File: src/rtl/core/md5_pkg.sv
package md5_pkg;

  localparam int LENGTH_COUNT_WIDTH = 61;

  typedef logic [31:0] word_t;
  typedef logic [LENGTH_COUNT_WIDTH-1:0] count_t;

  localparam word_t INIT_A = 32'h67452301;
  localparam word_t INIT_B = 32'hEFCDAB89;
  localparam word_t INIT_C = 32'h98BADCFE;
  localparam word_t INIT_D = 32'h10325476;
  localparam logic [7:0] PAD_BYTE = 8'h80;

  // round constants, floor(abs(sin(i + 1)) * 2^32)
  function automatic word_t sine_k(input logic [5:0] s);
    word_t k;
    case (s)
      6'd0: k = 32'hd76aa478;  6'd1: k = 32'he8c7b756;  6'd2: k = 32'h242070db;
      6'd3: k = 32'hc1bdceee;  6'd4: k = 32'hf57c0faf;  6'd5: k = 32'h4787c62a;
      6'd6: k = 32'ha8304613;  6'd7: k = 32'hfd469501;  6'd8: k = 32'h698098d8;
      6'd9: k = 32'h8b44f7af;  6'd10: k = 32'hffff5bb1; 6'd11: k = 32'h895cd7be;
      6'd12: k = 32'h6b901122; 6'd13: k = 32'hfd987193; 6'd14: k = 32'ha679438e;
      6'd15: k = 32'h49b40821; 6'd16: k = 32'hf61e2562; 6'd17: k = 32'hc040b340;
      6'd18: k = 32'h265e5a51; 6'd19: k = 32'he9b6c7aa; 6'd20: k = 32'hd62f105d;
      6'd21: k = 32'h02441453; 6'd22: k = 32'hd8a1e681; 6'd23: k = 32'he7d3fbc8;
      6'd24: k = 32'h21e1cde6; 6'd25: k = 32'hc33707d6; 6'd26: k = 32'hf4d50d87;
      6'd27: k = 32'h455a14ed; 6'd28: k = 32'ha9e3e905; 6'd29: k = 32'hfcefa3f8;
      6'd30: k = 32'h676f02d9; 6'd31: k = 32'h8d2a4c8a; 6'd32: k = 32'hfffa3942;
      6'd33: k = 32'h8771f681; 6'd34: k = 32'h6d9d6122; 6'd35: k = 32'hfde5380c;
      6'd36: k = 32'ha4beea44; 6'd37: k = 32'h4bdecfa9; 6'd38: k = 32'hf6bb4b60;
      6'd39: k = 32'hbebfbc70; 6'd40: k = 32'h289b7ec6; 6'd41: k = 32'heaa127fa;
      6'd42: k = 32'hd4ef3085; 6'd43: k = 32'h04881d05; 6'd44: k = 32'hd9d4d039;
      6'd45: k = 32'he6db99e5; 6'd46: k = 32'h1fa27cf8; 6'd47: k = 32'hc4ac5665;
      6'd48: k = 32'hf4292244; 6'd49: k = 32'h432aff97; 6'd50: k = 32'hab9423a7;
      6'd51: k = 32'hfc93a039; 6'd52: k = 32'h655b59c3; 6'd53: k = 32'h8f0ccc92;
      6'd54: k = 32'hffeff47d; 6'd55: k = 32'h85845dd1; 6'd56: k = 32'h6fa87e4f;
      6'd57: k = 32'hfe2ce6e0; 6'd58: k = 32'ha3014314; 6'd59: k = 32'h4e0811a1;
      6'd60: k = 32'hf7537e82; 6'd61: k = 32'hbd3af235; 6'd62: k = 32'h2ad7d2bb;
      default: k = 32'heb86d391;
    endcase
    return k;
  endfunction

  function automatic logic [4:0] rot_amt(input logic [5:0] s);
    logic [4:0] r;
    case ({s[5:4], s[1:0]})
      4'd0: r = 5'd7;   4'd1: r = 5'd12;  4'd2: r = 5'd17;  4'd3: r = 5'd22;
      4'd4: r = 5'd5;   4'd5: r = 5'd9;   4'd6: r = 5'd14;  4'd7: r = 5'd20;
      4'd8: r = 5'd4;   4'd9: r = 5'd11;  4'd10: r = 5'd16; 4'd11: r = 5'd23;
      4'd12: r = 5'd6;  4'd13: r = 5'd10; 4'd14: r = 5'd15; default: r = 5'd21;
    endcase
    return r;
  endfunction

  // message word used at step s
  function automatic logic [3:0] msg_idx(input logic [5:0] s);
    logic [3:0] k;
    logic [3:0] g;
    k = s[3:0];
    case (s[5:4])
      2'd0: g = k;
      2'd1: g = 4'((k << 2) + k + 4'd1);
      2'd2: g = 4'((k << 1) + k + 4'd5);
      default: g = 4'((k << 3) - k);
    endcase
    return g;
  endfunction

  typedef struct packed {
    logic       start;   // run the block held in the buffer
    logic       busy;
  } blk_ctl_t;

endpackage

File: src/rtl/core/md5_if.sv
interface md5_in_if;
  logic       valid;
  logic       ready;
  logic [7:0] data_byte;
  logic       has_byte;
  logic       end_of_message;
  modport source (output valid, data_byte, has_byte, end_of_message, input ready);
  modport sink (input valid, data_byte, has_byte, end_of_message, output ready);
endinterface

interface md5_out_if;
  logic        valid;
  logic        ready;
  logic [31:0] digest_word;
  logic [1:0]  word_index;
  logic        last_word;
  modport source (output valid, digest_word, word_index, last_word, input ready);
  modport sink (input valid, digest_word, word_index, last_word, output ready);
endinterface

File: src/rtl/core/md5_message_digest_core.sv
// channel | dir | payload
// in      | in  | data_byte[7:0], has_byte, end_of_message
// out     | out | digest_word[31:0], word_index[1:0], last_word
// one byte item per cycle while a block fills; a full block then holds input off
// while the step unit runs 64 steps off the block memory, then adds up
// a message end pads at one byte per cycle, up to two blocks, then gives 4 items
// rst_n is synchronous: chaining words to the standard initial values, count zero
// out stalls hold the word on the port; input stays off until all 4 items leave
module md5_message_digest_core (
  input  logic      clk,
  input  logic      rst_n,
  md5_in_if.sink    in_ch,
  md5_out_if.source out_ch
);
  import md5_pkg::*;

  localparam logic [2:0] ST_IDLE = 3'd0;
  localparam logic [2:0] ST_BLK  = 3'd1;
  localparam logic [2:0] ST_PAD  = 3'd2;
  localparam logic [2:0] ST_OUT  = 3'd3;

  logic [2:0]  state_r, state_nxt;
  count_t      cnt_r, cnt_nxt;
  logic [5:0]  pos_r, pos_nxt;
  logic        pad_r, pad_nxt;       // end pending; while padding, high once the 0x80 byte is placed
  logic        lenb_r, lenb_nxt;     // the block now running carries the length
  logic        spill_r, spill_nxt;   // 0x80 landed too late, length goes in the next block
  logic [23:0] acc_r, acc_nxt;       // low bytes of the word being packed
  word_t       h_r [4];
  word_t       sum [4];
  logic [1:0]  oidx_r, oidx_nxt;
  logic        byte_en;
  logic [7:0]  byte_val;
  logic [63:0] bits;
  logic        wr_en;
  word_t       wr_data;
  blk_ctl_t    ctl;
  logic        done, busy;
  logic        take;

  assign bits = 64'({cnt_r, 3'b000});
  assign take = in_ch.valid && in_ch.ready;
  assign in_ch.ready = state_r == ST_IDLE;

  always_comb begin
    byte_en = 1'b0;
    byte_val = in_ch.data_byte;
    if (state_r == ST_IDLE && take && in_ch.has_byte) begin
      byte_en = 1'b1;
    end else if (state_r == ST_PAD) begin
      byte_en = 1'b1;
      if (!pad_r) begin
        byte_val = PAD_BYTE;
      end else if (pos_r >= 6'd56 && !spill_r) begin
        byte_val = bits[{pos_r[2:0], 3'b000} +: 8];
      end else begin
        byte_val = 8'h00;
      end
    end
    wr_en = byte_en && pos_r[1:0] == 2'd3;
    wr_data = {byte_val, acc_r};
  end

  always_comb begin
    state_nxt = state_r;
    cnt_nxt = cnt_r;
    pos_nxt = pos_r;
    pad_nxt = pad_r;
    lenb_nxt = lenb_r;
    spill_nxt = spill_r;
    acc_nxt = acc_r;
    oidx_nxt = oidx_r;
    ctl.start = 1'b0;
    ctl.busy = busy;
    if (byte_en) begin
      acc_nxt = {byte_val, acc_r[23:8]};
      pos_nxt = 6'(pos_r + 6'd1);
    end
    case (state_r)
      ST_IDLE: begin
        if (take) begin
          if (in_ch.has_byte) begin
            cnt_nxt = count_t'(cnt_r + 1'b1);
          end
          if (byte_en && pos_r == 6'd63) begin
            ctl.start = 1'b1;
            state_nxt = ST_BLK;
            pad_nxt = in_ch.end_of_message;
            lenb_nxt = 1'b0;
          end else if (in_ch.end_of_message) begin
            state_nxt = ST_PAD;
            pad_nxt = 1'b0;
          end
        end
      end
      ST_PAD: begin
        // pad_r low on the 0x80 byte only
        pad_nxt = 1'b1;
        if (!pad_r && pos_r >= 6'd56) begin
          spill_nxt = 1'b1;
        end
        if (pos_r == 6'd63) begin
          ctl.start = 1'b1;
          state_nxt = ST_BLK;
          lenb_nxt = !spill_nxt;
        end
      end
      ST_BLK: begin
        if (done) begin
          if (lenb_r) begin
            state_nxt = ST_OUT;
            oidx_nxt = '0;
          end else if (spill_r) begin
            // zero fill and length, 0x80 already placed
            state_nxt = ST_PAD;
            spill_nxt = 1'b0;
          end else if (pad_r) begin
            state_nxt = ST_PAD;
            pad_nxt = 1'b0;
          end else begin
            state_nxt = ST_IDLE;
          end
        end
      end
      ST_OUT: begin
        if (out_ch.ready) begin
          oidx_nxt = 2'(oidx_r + 2'd1);
          if (oidx_r == 2'd3) begin
            state_nxt = ST_IDLE;
            cnt_nxt = '0;
            pad_nxt = 1'b0;
            lenb_nxt = 1'b0;
            spill_nxt = 1'b0;
          end
        end
      end
      default: state_nxt = ST_IDLE;
    endcase
  end

  always_ff @(posedge clk) begin
    if (!rst_n) begin
      state_r <= ST_IDLE;
      cnt_r <= '0;
      pos_r <= '0;
      pad_r <= 1'b0;
      lenb_r <= 1'b0;
      spill_r <= 1'b0;
      oidx_r <= '0;
      h_r[0] <= INIT_A;
      h_r[1] <= INIT_B;
      h_r[2] <= INIT_C;
      h_r[3] <= INIT_D;
    end else begin
      state_r <= state_nxt;
      cnt_r <= cnt_nxt;
      pos_r <= pos_nxt;
      pad_r <= pad_nxt;
      lenb_r <= lenb_nxt;
      spill_r <= spill_nxt;
      oidx_r <= oidx_nxt;
      if (state_r == ST_OUT && out_ch.ready && oidx_r == 2'd3) begin
        h_r[0] <= INIT_A;
        h_r[1] <= INIT_B;
        h_r[2] <= INIT_C;
        h_r[3] <= INIT_D;
      end else if (done) begin
        h_r <= sum;
      end
    end
  end

  always_ff @(posedge clk) begin
    acc_r <= acc_nxt;
  end

  md5_round u_round (
    .clk       (clk),
    .rst_n     (rst_n),
    .ctl_i     (ctl),
    .done_o    (done),
    .busy_o    (busy),
    .h_i       (h_r),
    .sum_o     (sum),
    .wr_en_i   (wr_en),
    .wr_addr_i (pos_r[5:2]),
    .wr_data_i (wr_data)
  );

  assign out_ch.valid = state_r == ST_OUT;
  assign out_ch.digest_word = h_r[oidx_r];
  assign out_ch.word_index = oidx_r;
  assign out_ch.last_word = oidx_r == 2'd3;

endmodule

File: src/rtl/core/md5_round.sv
// 64-step compression over a 16-word block memory, one step per cycle;
// the memory read for step s+1 is issued during step s
module md5_round (
  input  logic                clk,
  input  logic                rst_n,
  input  md5_pkg::blk_ctl_t   ctl_i,
  output logic                done_o,
  output logic                busy_o,
  input  md5_pkg::word_t      h_i [4],
  output md5_pkg::word_t      sum_o [4],
  input  logic                wr_en_i,
  input  logic [3:0]          wr_addr_i,
  input  md5_pkg::word_t      wr_data_i
);
  import md5_pkg::*;

  word_t      mem [16];
  word_t      rd_data_r;
  logic [5:0] step_r, step_nxt;
  logic       run_r, run_nxt;
  logic       fin_r;
  word_t      a_r, b_r, c_r, d_r;
  word_t      f, x, b_new;
  logic [5:0] rd_step;
  logic [4:0] sh;

  assign rd_step = ctl_i.start ? 6'd0 : 6'(step_r + 6'd1);

  always_ff @(posedge clk) begin
    if (wr_en_i) begin
      mem[wr_addr_i] <= wr_data_i;
    end
    rd_data_r <= mem[msg_idx(rd_step)];
  end

  always_comb begin
    case (step_r[5:4])
      2'd0: f = (b_r & c_r) | (~b_r & d_r);
      2'd1: f = (b_r & d_r) | (c_r & ~d_r);
      2'd2: f = b_r ^ c_r ^ d_r;
      default: f = c_r ^ (b_r | ~d_r);
    endcase
    x = a_r + f + sine_k(step_r) + rd_data_r;
    sh = rot_amt(step_r);
    b_new = b_r + ((x << sh) | (x >> (6'd32 - {1'b0, sh})));
  end

  always_comb begin
    run_nxt = run_r;
    step_nxt = step_r;
    if (ctl_i.start) begin
      run_nxt = 1'b1;
      step_nxt = '0;
    end else if (run_r) begin
      step_nxt = 6'(step_r + 6'd1);
      if (step_r == 6'd63) begin
        run_nxt = 1'b0;
      end
    end
  end

  always_ff @(posedge clk) begin
    if (!rst_n) begin
      run_r <= 1'b0;
      step_r <= '0;
      fin_r <= 1'b0;
    end else begin
      run_r <= run_nxt;
      step_r <= step_nxt;
      fin_r <= run_r && step_r == 6'd63;
    end
  end

  always_ff @(posedge clk) begin
    if (ctl_i.start) begin
      a_r <= h_i[0];
      b_r <= h_i[1];
      c_r <= h_i[2];
      d_r <= h_i[3];
    end else if (run_r) begin
      a_r <= d_r;
      d_r <= c_r;
      c_r <= b_r;
      b_r <= b_new;
    end
  end

  assign done_o = fin_r;
  assign busy_o = run_r | fin_r;
  assign sum_o[0] = h_i[0] + a_r;
  assign sum_o[1] = h_i[1] + b_r;
  assign sum_o[2] = h_i[2] + c_r;
  assign sum_o[3] = h_i[3] + d_r;

endmodule
File: src/flat_wrapper.sv
// flat-port wrapper written by rule: the top's interface ports become plain ports
module md5_message_digest_core_flat import md5_pkg::*;
  (clk, rst_n, in_ch_valid, in_ch_data_byte, in_ch_has_byte, in_ch_end_of_message, in_ch_ready, out_ch_valid, out_ch_digest_word, out_ch_word_index, out_ch_last_word, out_ch_ready);
  md5_in_if in_ch_i ();
  md5_out_if out_ch_i ();
  input  logic clk;
  input  logic rst_n;
  input wire logic [$bits(in_ch_i.valid)-1:0] in_ch_valid;
  input wire logic [$bits(in_ch_i.data_byte)-1:0] in_ch_data_byte;
  input wire logic [$bits(in_ch_i.has_byte)-1:0] in_ch_has_byte;
  input wire logic [$bits(in_ch_i.end_of_message)-1:0] in_ch_end_of_message;
  output wire logic [$bits(in_ch_i.ready)-1:0] in_ch_ready;
  output wire logic [$bits(out_ch_i.valid)-1:0] out_ch_valid;
  output wire logic [$bits(out_ch_i.digest_word)-1:0] out_ch_digest_word;
  output wire logic [$bits(out_ch_i.word_index)-1:0] out_ch_word_index;
  output wire logic [$bits(out_ch_i.last_word)-1:0] out_ch_last_word;
  input wire logic [$bits(out_ch_i.ready)-1:0] out_ch_ready;
  assign in_ch_i.valid = in_ch_valid;
  assign in_ch_i.data_byte = in_ch_data_byte;
  assign in_ch_i.has_byte = in_ch_has_byte;
  assign in_ch_i.end_of_message = in_ch_end_of_message;
  assign in_ch_ready = in_ch_i.ready;
  assign out_ch_valid = out_ch_i.valid;
  assign out_ch_digest_word = out_ch_i.digest_word;
  assign out_ch_word_index = out_ch_i.word_index;
  assign out_ch_last_word = out_ch_i.last_word;
  assign out_ch_i.ready = out_ch_ready;
  md5_message_digest_core u_core (.clk(clk), .rst_n(rst_n), .in_ch(in_ch_i), .out_ch(out_ch_i));
endmodule
File: config.mk
export PLATFORM = sky130hd
export DESIGN_NAME = md5_message_digest_core_flat
export DESIGN_NICKNAME = d
export VERILOG_FILES = /design/src/rtl/core/md5_pkg.sv /design/src/rtl/core/md5_if.sv /design/src/rtl/core/md5_message_digest_core.sv /design/src/rtl/core/md5_round.sv /design/src/flat_wrapper.sv
export SDC_FILE = /design/constraint.sdc
export NUM_CORES = 2
export LEC_CHECK = 0
export ABC_AREA = 1
export BUFFER_PORTS_ARGS = -buffer_cell sky130_fd_sc_hd__buf_2
export CORE_UTILIZATION = 35
export DETAILED_ROUTE_END_ITERATION = 10
export PLACE_DENSITY_LB_ADDON = 0.3
export SETUP_SLACK_MARGIN = 0.2
export SYNTH_ARGS = -nofsm -noshare
export SYNTH_HDL_FRONTEND = slang
export SYNTH_SLANG_ARGS = --single-unit
export TNS_END_PERCENT = 100
File: constraint.sdc
create_clock -name clk -period 9.3 [get_ports clk]
set_input_delay 0.93 -clock clk [delete_from_list [all_inputs] [get_ports clk]]
set_output_delay 0.93 -clock clk [all_outputs]
set_load 0.02 [all_outputs]
==> impl_metrics.csv <==
group,metric,value,unit
sta,fin_setup_tns,0,ns
clock_network,numClockSinks,943,
synth,synth_edf_count,664,
synth,yosysWarnings,0,
sta,timing.clock.skew,0.07807,ns
synth,area_fraction_in_compound_gates_after_synthesis,17.91,%
worst_setup_path,critPathBufInv,5,
sta,slew_headroom,21.56,%
synth,ys_dominant_reg_cell,"edfxtp_1",
synth,netlist_instances,7381,
finish,layout-drive-gt1-share,5.580,%
synth,synth_fa_ha_area_share,6.932,%
sta,timing_max_transition_violations_final,0,
clock_network,htreeDepth,3,
clock_network,tritoncts,"yes",
global_route,pin_count_of_the_biggest_net_entering_global_routing,237,
worst_setup_path,cpLargestDelayFamily,"compound AO/OA/AOI/OAI gates",
synth,synthMostInstantiatedCell,"nand2_1",
synth,synth_sequential_area_ratio,43.81,%
die,fp.dieArea,168100,um^2
worst_setup_path,timing.critical_path.arrival,8.95,ns
worst_setup_path,worst_setup_path_start_kind,"flop",
drt,finalWirelength,213000,um
global_route,globalRouteOverflowTotal,0,
drt,routedWlPerCell,22.16,um
power,design_power_total,9.989,mW
synth,synthDominantAreaCellType,"edfxtp_1",
finish,register_area,25530,um^2
power,p_per_area,154.4,nW/um^2
clock_network,worst_setup_hold_path_clk_slew,0.06,ns
sta,setup_viol,0,
synth,share_of_flip_flops_with_an_asynchronous_set_or_reset_after_synthesis,0,%
global_route,grt.total_usage,24.64,%
die,fp.dieW,410.0,um
drt,post_route_ant_nets,0,
global_route,grt_antenna_before_repair,7,
synth,xor_xnor_share_of_the_synthesized_area,2.072,%
die,boundaryPins,51,
synth,netlist_top_cells_count,"nand2_1, inv_1, o21ai_0",
synth,netlist_top_cells_area,"edfxtp_1, dfxtp_1, nand2_1",
place,port_buffers,50,
synth,simple_gate_fraction_of_synth_area,20.28,%
place,post-dp-hpwl,152600,um
outcome,run_status,"finished clean",
sta,timing_worst_slew_pin_value,1.177,ns
worst_setup_path,path_class,"reg2reg",
drt,drt-vias-per-instance,5.498,
clock_network,clockRootBuffer,"clkbuf_16",
die,starting_density,35.28,%
drt,drt_pre_antenna_iters,6,
synth,yosys-mux-area-fraction,0,%
flow_run,max_cap_viol_count,0,
worst_setup_path,slowest_delay,0.55,ns
die,dieHeight,410.0,um
synth,synth_largest_type_area_fraction,34.22,%
sta,final_hold_viol_count,0,
worst_setup_path,timing.critical_path.required,9.76,ns
finish,area_growth,11.00,%
die,core-area,165200,um^2
place,place_inst,9412,
global_route,first_pass_grt_wire_length,313600,um
sta,grt_setup_unrepaired,"false",
clock_network,cts-hold-fix-buffers,0,
clock_network,ctsLongestPathBuffers,3,
sta,max_clock_freq,117.8,MHz
clock_network,clock_latency_on_the_worst_skew_pair,0.78,ns
clock_network,cts_inserted_buffers,103,
power,power_leakage,26.34,nW
worst_setup_path,path_common_cell,"nand2_1",
finish,multi_input_comb_area,27680,um^2
drt,drtIter0Drc,6033,
synth,combinational_family_with_the_most_area_after_synthesis,"simple AND/OR/NAND/NOR gates",
power,irDropWorstVdd,0.2204,mV
finish,final-instance-count-excl-fill,9611,
sta,finalCriticalPeriod,8.489,ns
synth,netlist_area,58270,um^2
synth,syn_area_per_cell,7.894,um^2
drt,route.detailed.drc,0,
worst_setup_path,worst_path_max_delay_cell,"fa_1",
synth,postSynthNetCount,7677,
finish,fin_util,39.16,%
global_route,first_global_vias,48584,
worst_hold_path,class_of_the_tightest_hold_or_removal_check,"reg2reg",
worst_setup_path,worst-path-max-fanout,20,
sta,finalCritPeriodShare,91.28,%
finish,fill_cells,17070,
place,gp_routability_congestion,1.015,
synth,synth-seq-cells,943,
die,rows,149,
synth,synth.lib_cells_used.distinct,65,
worst_setup_path,worstSetupEndpointType,"flop",
drt,num_vias,52845,
finish,layout.nets,7625,
==> final timing paths <==
path | startpoint | to | slack (ns) | depth (start not counted)
setup reg to reg | u_core.u_round.step_r[4]$_SDFFE_PP0P_ | u_core.u_round.b_r[22]$_DFFE_PP_ | 0.81 | 36
setup / recovery | u_core.u_round.step_r[4]$_SDFFE_PP0P_ | u_core.u_round.b_r[22]$_DFFE_PP_ | 0.81 | 36
hold reg to reg | u_core.cnt_r[21]$_SDFFE_PN0P_ | u_core.cnt_r[21]$_SDFFE_PN0P_ | 0.48 | 1
hold / removal | u_core.cnt_r[21]$_SDFFE_PN0P_ | u_core.cnt_r[21]$_SDFFE_PN0P_ | 0.48 | 1
==> routing by layer <==
metal  up-vias  track usage (%)  part of all wire [%]
met5         -                0                 0.012
met4         4            9.135                   3.9
met3       414            3.387                   7.2
met2      2128            39.19                    45
met1     25244            33.93                    44
li1      25055                -                     -
==> final cells by class <==
| type | count | area share (%) |
|---|---|---|
| flip-flops and latches | 943 | 39.47 |
| multi-input cells | 5073 | 42.80 |
| well taps | 2189 | 4.235 |
| diodes | 3 | 0.01161 |
| repair buffers | 152 | 1.629 |
| clock inverters | 56 | 1.188 |
| clock buffers | 139 | 4.511 |
| inverters | 1056 | 6.160 |
==> through the flow <==
stage | setup WS (ns) | hold WS (ns) | instance area (um^2)
2_1_floorplan | 2.374 | 0.4432 | 58270
3_3_place_gp | 0.7893 | 0.4676 | 60950
3_5_place_dp | 0.6289 | 0.4842 | 60950
4_1_cts | 0.5993 | 0.4776 | 64640
5_1_grt | 0.1990 | 0.5011 | 64680
6_report | 0.8106 | 0.4845 | 64680
==> cells by family (layout without fill, tap and decap cells) <==
kind of cell	Yosys count	count (layout)
and+or+nand+nor	2803	2803
AOI/OAI and AO/OA	1851	1851
buffers and inverters	1365	1403
DFF	943	943
adders and majority gates	282	282
xor gates and xnor gates	137	137
other	0	3
==> flip-flops by register name, indices dropped and copies added (netlist names), 5 cells and up, named ones only <==
signal / cells
u_core.u_round.a_r: 32
u_core.h_r: 128
u_core.acc_r: 24
u_core.u_round.mem: 512
u_core.u_round.step_r: 6
u_core.u_round.b_r: 32
u_core.u_round.c_r: 32
u_core.pos_r: 6
u_core.cnt_r: 61
u_core.u_round.sh: 5
u_core.u_round.rd_data_r: 32
u_core.u_round.d_r: 32
==> worst register-to-register path: cells and delay by family (launching register included) <==
kind / cells / cell delay (ns)
simple gates: 16 / 2.23
fa+ha+maj: 4 / 1.90
compound gates: 11 / 2.83
buf+inv: 5 / 0.89
flops: 1 / 0.38
==> cell usage in the layout, fill, tap and decap left out, drive strengths merged, types with 32 or more instances in the layout <==
cell type	Yosys	layout
nand2	1444	1444
inv	1046	1051
o21ai	747	747
edfxtp	664	664
a21oi	660	660
nand3	621	621
nor2	536	536
dfxtp	279	279
ha	214	214
o211ai	177	177
buf	112	152
clkbuf	197	139
nor3	92	92
xor2	90	90
fa	68	68
xnor2	47	47
nand4	46	46
o22ai	44	44
clkinv	10	43
a31oi	32	32
==> power breakdown <==
part           total [mW]  internal [mW]  switching (mW)
sequential           5.09           4.84           0.251
clock                4.42           2.56            1.86
combinational       0.478          0.108           0.370
total                9.99           7.51            2.48
==> what timing repair did <==
item,CTS,global route
buffers inserted,0,1
hold endpoints to repair,0,0
setup endpoints to repair,0,7
gates resized for setup,0,7
No activity file was read; power rests on OpenSTA's default activity.
